File: src/design/bpie_pkg.sv
// Shared types and codes for the buffer pool with idle-age eviction.
// No dependencies; imported by the controller, the datapath and the top level.
package bpie_pkg;

    localparam int unsigned SLOT_COUNT_DEF = 16;
    localparam logic [7:0]  IDLE_LIMIT_RST = 8'd3;

    typedef logic [1:0] t_opcode;
    localparam t_opcode OP_GET    = 2'd0;
    localparam t_opcode OP_RETURN = 2'd1;
    localparam t_opcode OP_TICK   = 2'd2;

    typedef logic [1:0] t_status;
    localparam t_status ST_OK      = 2'd0;
    localparam t_status ST_FULL    = 2'd1;
    localparam t_status ST_UNKNOWN = 2'd2;

    // controller -> datapath
    typedef struct packed {
        logic load;     // latch the accepted word, restart the scan
        logic scan_en;  // step the size scan
        logic commit;   // update the table and load the result register
    } t_dp_cmd;

    // datapath -> controller
    typedef struct packed {
        logic scan_done;
        logic out_free;
    } t_dp_sts;

endpackage

File: src/design/bpie_ctrl.sv
// Request sequencer for the buffer pool: idle, size scan, commit.
// Depends on bpie_pkg for the opcode codes and command/status structs.
module bpie_ctrl
    import bpie_pkg::*;
(
    input  logic    i_clk,
    input  logic    i_rst_n,
    input  logic    i_in_valid,
    input  t_opcode i_opcode,
    output logic    o_in_stall,
    output t_dp_cmd o_cmd,
    input  t_dp_sts i_sts
);

    typedef enum logic [1:0] {
        S_IDLE,
        S_SCAN,
        S_COMMIT
    } t_state;

    t_state r_state;
    logic   accept;

    assign accept       = i_in_valid && (r_state == S_IDLE);
    assign o_in_stall   = (r_state != S_IDLE);
    assign o_cmd.load    = accept;
    assign o_cmd.scan_en = (r_state == S_SCAN);
    assign o_cmd.commit  = (r_state == S_COMMIT) && i_sts.out_free;

    always_ff @(posedge i_clk) begin
        if (!i_rst_n) begin
            r_state <= S_IDLE;
        end else begin
            case (r_state)
                S_IDLE: begin
                    if (accept) begin
                        r_state <= (i_opcode == OP_GET) ? S_SCAN : S_COMMIT;
                    end
                end
                S_SCAN: begin
                    if (i_sts.scan_done) begin
                        r_state <= S_COMMIT;
                    end
                end
                S_COMMIT: begin
                    if (i_sts.out_free) begin
                        r_state <= S_IDLE;
                    end
                end
                default: begin
                    r_state <= S_IDLE;
                end
            endcase
        end
    end

endmodule

File: src/design/bpie_dp.sv
// Slot table, size memory scan, tick/evict lanes and result register.
// Depends on bpie_pkg; driven by bpie_ctrl through t_dp_cmd / t_dp_sts.
module bpie_dp
    import bpie_pkg::*;
#(
    parameter int unsigned SLOT_COUNT = SLOT_COUNT_DEF
) (
    input  logic        i_clk,
    input  logic        i_rst_n,
    input  t_opcode     i_opcode,
    input  logic [31:0] i_request_size,
    input  logic [3:0]  i_slot_handle,
    input  logic        i_cfg_wr_en,
    input  logic [7:0]  i_cfg_wr_data,
    input  t_dp_cmd     i_cmd,
    output t_dp_sts     o_sts,
    output logic        o_out_valid,
    input  logic        i_out_stall,
    output logic [3:0]  o_granted_slot,
    output logic        o_reused,
    output t_status     o_status
);

    localparam int unsigned IDXW = $clog2(SLOT_COUNT);
    localparam int unsigned ISSW = $clog2(SLOT_COUNT + 1);
    localparam logic [IDXW-1:0] LAST_IDX  = IDXW'(SLOT_COUNT - 1);
    localparam logic [ISSW-1:0] ISS_END   = ISSW'(SLOT_COUNT);

    // slot table
    logic            r_valid [SLOT_COUNT];
    logic            r_taken [SLOT_COUNT];
    logic [7:0]      r_age   [SLOT_COUNT];
    logic [31:0]     r_mem   [SLOT_COUNT];
    logic [7:0]      r_idle_limit;

    // latched request
    t_opcode         r_op;
    logic [31:0]     r_want;
    logic [3:0]      r_handle;

    // scan
    logic [ISSW-1:0] r_iss;
    logic [31:0]     r_rd_data;
    logic [IDXW-1:0] r_rd_idx;
    logic            r_rd_vld;
    logic            r_hit;
    logic [IDXW-1:0] r_hit_idx;
    logic            r_emp_found;
    logic [IDXW-1:0] r_emp_idx;
    logic            r_done;

    // result register
    logic            r_out_valid;
    logic [3:0]      r_granted_slot;
    logic            r_reused;
    t_status         r_status;

    logic            iss_en;
    logic            cmp_en;
    logic            out_free;
    logic            hdl_ok;
    logic [IDXW-1:0] hdl_idx;
    logic            do_claim;
    logic [7:0]      n_age   [SLOT_COUNT];
    logic            evict   [SLOT_COUNT];

    assign iss_en   = i_cmd.scan_en && (r_iss != ISS_END);
    assign cmp_en   = r_rd_vld && !r_done;
    assign out_free = !r_out_valid || !i_out_stall;
    assign hdl_idx  = IDXW'(r_handle);
    assign hdl_ok   = (32'(r_handle) < 32'(SLOT_COUNT)) && r_valid[hdl_idx];
    assign do_claim = i_cmd.commit && (r_op == OP_GET) && !r_hit && r_emp_found;

    assign o_sts.scan_done = r_done;
    assign o_sts.out_free  = out_free;

    // tick lanes: age free slots, then evict on limit
    always_comb begin
        for (int i = 0; i < SLOT_COUNT; i++) begin
            n_age[i] = r_age[i];
            if (r_valid[i] && !r_taken[i] && (r_age[i] != 8'hFF)) begin
                n_age[i] = r_age[i] + 8'd1;
            end
            evict[i] = r_valid[i] && (n_age[i] >= r_idle_limit);
        end
    end

    always_ff @(posedge i_clk) begin
        if (!i_rst_n) begin
            r_idle_limit <= IDLE_LIMIT_RST;
        end else if (i_cfg_wr_en) begin
            r_idle_limit <= i_cfg_wr_data;
        end
    end

    always_ff @(posedge i_clk) begin
        if (i_cmd.load) begin
            r_op     <= i_opcode;
            r_want   <= i_request_size;
            r_handle <= i_slot_handle;
        end
    end

    // size memory: one read port for the scan, one write port for claims
    always_ff @(posedge i_clk) begin
        if (iss_en) begin
            r_rd_data <= r_mem[r_iss[IDXW-1:0]];
        end
        if (do_claim) begin
            r_mem[r_emp_idx] <= r_want;
        end
    end

    always_ff @(posedge i_clk) begin
        if (!i_rst_n) begin
            r_iss       <= '0;
            r_rd_vld    <= 1'b0;
            r_rd_idx    <= '0;
            r_hit       <= 1'b0;
            r_hit_idx   <= '0;
            r_emp_found <= 1'b0;
            r_emp_idx   <= '0;
            r_done      <= 1'b0;
        end else if (i_cmd.load) begin
            r_iss       <= '0;
            r_rd_vld    <= 1'b0;
            r_hit       <= 1'b0;
            r_emp_found <= 1'b0;
            r_done      <= 1'b0;
        end else begin
            r_rd_vld <= iss_en;
            if (iss_en) begin
                r_rd_idx <= r_iss[IDXW-1:0];
                r_iss    <= r_iss + ISSW'(1);
            end
            if (cmp_en) begin
                if (r_valid[r_rd_idx] && !r_taken[r_rd_idx] && (r_rd_data == r_want)) begin
                    r_hit     <= 1'b1;
                    r_hit_idx <= r_rd_idx;
                    r_done    <= 1'b1;
                end else begin
                    if (!r_valid[r_rd_idx] && !r_emp_found) begin
                        r_emp_found <= 1'b1;
                        r_emp_idx   <= r_rd_idx;
                    end
                    if (r_rd_idx == LAST_IDX) begin
                        r_done <= 1'b1;
                    end
                end
            end
        end
    end

    always_ff @(posedge i_clk) begin
        if (!i_rst_n) begin
            for (int i = 0; i < SLOT_COUNT; i++) begin
                r_valid[i] <= 1'b0;
                r_taken[i] <= 1'b0;
            end
        end else if (i_cmd.commit) begin
            case (r_op)
                OP_GET: begin
                    if (r_hit) begin
                        r_taken[r_hit_idx] <= 1'b1;
                    end else if (r_emp_found) begin
                        r_valid[r_emp_idx] <= 1'b1;
                        r_taken[r_emp_idx] <= 1'b1;
                    end
                end
                OP_RETURN: begin
                    if (hdl_ok) begin
                        r_taken[hdl_idx] <= 1'b0;
                    end
                end
                OP_TICK: begin
                    for (int i = 0; i < SLOT_COUNT; i++) begin
                        if (evict[i]) begin
                            r_valid[i] <= 1'b0;
                            r_taken[i] <= 1'b0;
                        end
                    end
                end
                default: begin
                end
            endcase
        end
    end

    // ages are only read for valid slots, and a claim zeroes them
    always_ff @(posedge i_clk) begin
        if (i_cmd.commit) begin
            case (r_op)
                OP_GET: begin
                    if (r_hit) begin
                        r_age[r_hit_idx] <= 8'd0;
                    end else if (r_emp_found) begin
                        r_age[r_emp_idx] <= 8'd0;
                    end
                end
                OP_TICK: begin
                    for (int i = 0; i < SLOT_COUNT; i++) begin
                        r_age[i] <= evict[i] ? 8'd0 : n_age[i];
                    end
                end
                default: begin
                end
            endcase
        end
    end

    always_ff @(posedge i_clk) begin
        if (!i_rst_n) begin
            r_out_valid <= 1'b0;
        end else if (i_cmd.commit) begin
            r_out_valid <= 1'b1;
        end else if (!i_out_stall) begin
            r_out_valid <= 1'b0;
        end
    end

    always_ff @(posedge i_clk) begin
        if (i_cmd.commit) begin
            r_granted_slot <= 4'd0;
            r_reused       <= 1'b0;
            r_status       <= ST_OK;
            case (r_op)
                OP_GET: begin
                    if (r_hit) begin
                        r_granted_slot <= 4'(r_hit_idx);
                        r_reused       <= 1'b1;
                    end else if (r_emp_found) begin
                        r_granted_slot <= 4'(r_emp_idx);
                    end else begin
                        r_status <= ST_FULL;
                    end
                end
                OP_RETURN: begin
                    if (!hdl_ok) begin
                        r_status <= ST_UNKNOWN;
                    end
                end
                default: begin
                end
            endcase
        end
    end

    assign o_out_valid    = r_out_valid;
    assign o_granted_slot = r_granted_slot;
    assign o_reused       = r_reused;
    assign o_status       = r_status;

endmodule

File: src/design/buffer_pool_idle_eviction_top.sv
// Buffer pool with idle-age eviction, top level: sequencer plus slot datapath.
// Get: scans the size memory lowest slot first, one size compare per cycle
// through the size memory's single read port, stopping early when a slot matches.
// Return, tick and the spare opcode skip the scan. One word in flight at a time.
// Synchronous active-low reset empties the pool and sets idle_limit to 3.
module buffer_pool_idle_eviction_top
    import bpie_pkg::*;
#(
    parameter int unsigned SLOT_COUNT = SLOT_COUNT_DEF
) (
    input  logic        i_clk,
    input  logic        i_rst_n,
    // request channel
    input  logic        i_in_valid,
    output logic        o_in_stall,
    input  logic [1:0]  i_opcode,
    input  logic [31:0] i_request_size,
    input  logic [3:0]  i_slot_handle,
    // result channel
    output logic        o_out_valid,
    input  logic        i_out_stall,
    output logic [3:0]  o_granted_slot,
    output logic        o_reused,
    output logic [1:0]  o_status,
    // idle_limit register
    input  logic        i_cfg_wr_en,
    input  logic [7:0]  i_cfg_wr_data
);

    t_dp_cmd dp_cmd;
    t_dp_sts dp_sts;

    // Sequencer: takes a word only when idle, runs the size scan for a get,
    // then waits in commit until the result register can take the answer.
    bpie_ctrl u_ctrl (
        .i_clk      (i_clk),
        .i_rst_n    (i_rst_n),
        .i_in_valid (i_in_valid),
        .i_opcode   (i_opcode),
        .o_in_stall (o_in_stall),
        .o_cmd      (dp_cmd),
        .i_sts      (dp_sts)
    );

    // Datapath: valid/taken/age per slot in flops, sizes in a one-read,
    // one-write memory scanned lowest slot first. Table updates and the
    // result register load happen together on commit.
    bpie_dp #(
        .SLOT_COUNT (SLOT_COUNT)
    ) u_dp (
        .i_clk          (i_clk),
        .i_rst_n        (i_rst_n),
        .i_opcode       (i_opcode),
        .i_request_size (i_request_size),
        .i_slot_handle  (i_slot_handle),
        .i_cfg_wr_en    (i_cfg_wr_en),
        .i_cfg_wr_data  (i_cfg_wr_data),
        .i_cmd          (dp_cmd),
        .o_sts          (dp_sts),
        .o_out_valid    (o_out_valid),
        .i_out_stall    (i_out_stall),
        .o_granted_slot (o_granted_slot),
        .o_reused       (o_reused),
        .o_status       (o_status)
    );

    // An accepted word makes the block busy on the next cycle.
    a_busy_after_accept: assert property (@(posedge i_clk) disable iff (!i_rst_n)
        i_in_valid && !o_in_stall |=> o_in_stall)
        else $error("block not busy after accepting a word");

    // A result is never loaded over one still waiting downstream.
    a_commit_needs_room: assert property (@(posedge i_clk) disable iff (!i_rst_n)
        dp_cmd.commit |-> dp_sts.out_free)
        else $error("commit while result register is stalled");

    // The result valid only rises right after a commit.
    a_valid_from_commit: assert property (@(posedge i_clk) disable iff (!i_rst_n)
        $rose(o_out_valid) |-> $past(dp_cmd.commit))
        else $error("result valid without commit");

    // No scan step while the block is idle.
    a_scan_only_busy: assert property (@(posedge i_clk) disable iff (!i_rst_n)
        dp_cmd.scan_en |-> o_in_stall)
        else $error("scan running while idle");

endmodule
File: config.mk
export PLATFORM = sky130hd
export DESIGN_NAME = buffer_pool_idle_eviction_top
export DESIGN_NICKNAME = d
export VERILOG_FILES = /design/src/design/bpie_pkg.sv /design/src/design/bpie_ctrl.sv /design/src/design/bpie_dp.sv /design/src/design/buffer_pool_idle_eviction_top.sv
export SDC_FILE = /design/constraint.sdc
export NUM_CORES = 1
export LEC_CHECK = 0
export BUFFER_PORTS_ARGS = -buffer_cell sky130_fd_sc_hd__clkbuf_2
export CORE_MARGIN = 5
export CORE_UTILIZATION = 35
export CTS_CLUSTER_DIAMETER = 120
export DETAILED_ROUTE_END_ITERATION = 10
export HOLD_SLACK_MARGIN = 0.03
export PLACE_DENSITY = 0.49
export SLEW_MARGIN = 5
export SYNTH_ARGS = -nofsm -noshare
export SYNTH_HDL_FRONTEND = slang
export SYNTH_SLANG_ARGS = --single-unit
export TNS_END_PERCENT = 5
File: constraint.sdc
create_clock -name i_clk -period 5.4 [get_ports i_clk]
set_clock_uncertainty 0.05 [all_clocks]
set_input_delay 0 -clock i_clk [delete_from_list [all_inputs] [get_ports i_clk]]
set_output_delay 0 -clock i_clk [all_outputs]
set_load 0.01 [all_outputs]
==> results.cfg <==
[floorplanning]
dieArea_um2 = 109000
die_x_um = 330
start_util_pct = 35.3
num_rows = 117
core-area_um2 = 102000
num_io_pins = 60
die_h_um = 330

[logic_synthesis]
async_reset_ff_share_pct = 0
synth_area_leaders = edfxtp_1, mux4_2, ha_1
syn_avg_cell_area_um2 = 15.7
yosys_warnings = 0
yosysSeqAreaShare_pct = 64.2
syn_inst = 2288
synthFlopType = edfxtp_1
synth-seq-cells = 789
synth_cell_types = 62
synth-edff-count = 724
yosys.area.top_type_share_pct = 60.6
synth_nets = 2485
synth_top_cell_by_area = edfxtp_1
synth_area_um2 = 35900

[cells_and_area]
utilization_pct = 41.1
stdcell_area_um2 = 41800
final_common_cell = edfxtp_1
syn2layout_area_growth_pct = 16.4
nNetsFinal = 2705
mostFrequentLayoutCells = edfxtp_1, mux4_2, ha_1
fillers = 9230
drive_gt1_share_pct = 17.5

[route]
wirelength_met1_um = 42700
top_layer = met4
avgRoutedWirePerCell_um = 23.8
viasPerCell = 5.24
drtAntennaViolNets = 0
drc = 0
vias = 20685
drt_iter0_markers = 1370
firstDrtPassIters = 5
finalWirelength_um = 94000
wl_met2_um = 45800
route.met3.wl_um = 3600

[power_and_ir_drop]
power_density_nw_per_um2 = 316
ir_drop_mv = 0.273
p_leak_nw = 13.7

[hold_path]
hold_class = in -> reg

[clock_network]
holdBufCountCts = 91
cts.sinks = 789
worstSkewPairLatency_ns = 0.66
cts-buffers-inserted = 89
post_cts_buffers = 0
cts.reportedPaths.clkPinSlew_ns = 0.06
cts-root-buf = clkbuf_16
cts_tree = yes
cts_buffer_depth = 3
ctsResizeCount = 0
cts-htree-levels = 3

[sta]
period_share_pct = 77.6
min_period_ns = 4.19
setup_violations = 0
tightest_slew_ns = 1.24
drv_slew = 0
hold-worst-slack_ns = 0.0766
hold_viol = 0
tns_ns = 0
fmax_mhz = 239
postLayoutSetupSlackWorst_ns = 1.21
maxSlewHeadroom_pct = 16.6
rsz0062_at_grt = no

[global_routing]
antenna_found_initial = 1
grt_pass1_vias = 21453
grtUsageTotal_pct = 17.3
grt_max_degree = 79
grt_first_pass_wirelength_um = 141000
overflow = 0

[worst_setup_path]
ff2ff_path_depth = 10
crit_fanout = 8
cp.required_ns = 5.70
r2r_setup_slack_ns = 1.21
r2r-start = u_dp.r_age[9][0]
worstReg2RegEnd = u_dp.r_age[9][6]
arrival_ns = 4.49
start_kind = flip-flop
critPathCapture = u_dp.r_age[9][6]
worstSetupStartpoint = u_dp.r_age[9][0]
crit_path_end_kind = flip-flop
critPathKind = reg -> reg

[placed_design]
place_ws_ns = 1.09
io_buffers = 59
placed_cell_area_um2 = 38100
place.gp.congestion = 0.885
hpwl_um = 58500

[outcome]
status = complete, no violations

[run]
cap_violations = 0
## per-stage QoR
step	total power [mW]	std cells
global route	13.7	3950
detailed placement	7.44	3694
floorplan	7.22	2288
finish	13.2	3951
global placement	7.43	3694
CTS	13.4	3950
## Yosys cell counts, drive strengths merged (22+ instances only)
library cell  count
edfxtp          724
mux4            170
ha              146
nand2           134
nor2b           125
nor2             88
xnor2            75
o21ai            72
xor2             72
dfxtp            65
a21oi            59
nand3            57
clkbuf           52
nand2b           46
inv              42
and3             39
nand4            35
mux2i            27
nor3             22
## power by group
part	switching [mW]	internal, mW	total [mW]
Combinational	0.287	0.222	0.509
Clock	2.53	3.31	5.83
Sequential	0.116	6.73	6.85
## sequential cells by signal, summed over array words and instances (netlist names), named ones only
| signal | cells |
|---|---|
| u_dp.r_done | 1 |
| u_dp.r_valid | 16 |
| u_dp.r_emp_idx | 4 |
| u_dp.r_op | 2 |
| u_dp.r_rd_vld | 1 |
| u_dp.hdl_idx | 4 |
| u_dp.r_want | 32 |
| u_ctrl.r_state | 2 |
| u_dp.r_hit_idx | 4 |
| u_dp.o_granted_slot | 4 |
| u_dp.o_status | 2 |
| u_dp.r_age | 128 |
| u_dp.o_out_valid | 1 |
| u_dp.r_mem | 512 |
| u_dp.r_rd_data | 32 |
| u_dp.r_idle_limit | 8 |
| u_dp.o_reused | 1 |
| u_dp.r_emp_found | 1 |
| u_dp.r_taken | 16 |
| u_dp.r_iss | 5 |
| u_dp.r_rd_idx | 4 |
| u_dp.r_hit | 1 |
## layer usage
layer	up-vias	track usage (%)
met5	-	0
met2	422	29.2
met1	10698	23.9
met3	120	2.60
met4	0	3.92
li1	9445	-
## critical path: stages (launching register included)
cell	delay, ns
edfxtp_1	0.48
ha_1	0.29
and3_1	0.17
a311oi_1	0.88
mux2_2	0.43
ha_1	0.28
a21o_1	0.12
a21oi_1	0.08
o21a_1	0.20
o21ai_0	0.81
nor2b_1	0.11
## worst min-delay path by stage
stage	from	endpoint	slack, ns	cells past startpoint
CTS	i_slot_handle[3]	u_dp.hdl_idx[3]	0.04	2
floorplan	i_slot_handle[0]	u_dp.hdl_idx[0]	0.05	0
finish	i_slot_handle[2]	u_dp.hdl_idx[2]	0.08	2
detailed placement	i_request_size[3]	u_dp.r_want[3]	0.13	1
global route	i_slot_handle[3]	u_dp.hdl_idx[3]	0.03	2
global placement	i_request_size[3]	u_dp.r_want[3]	0.13	1
## logic make-up (layout without fill, tap and decap cells)
group | after synthesis | count (layout) | share of synthesized area [%]
adder cells (fa/ha/maj) | 146 | 146 | 5.09
AO/OA/AOI/OAI | 272 | 272 | 4.98
AND/OR/NAND/NOR | 610 | 610 | 8.98
XOR/XNOR | 147 | 147 | 3.59
buffers and inverters | 112 | 406 | 1.22
flip-flops | 789 | 789 | 64.2
multiplexers | 212 | 212 | 11.9
other | 0 | 1 | 0
## area by class of cell
cell class	instances	area, µm²	area share [%]
Antenna cell	1	2.50	0.00599
Inverter	44	165	0.395
Clock buffer	123	2460	5.88
Sequential cell	789	23100	55.2
Clock inverter	42	348	0.832
Tap cell	1368	1710	4.10
Multi-Input combinational cell	1387	12500	29.8
Timing Repair Buffer	197	1570	3.76
(Power assumes the default switching activity.)
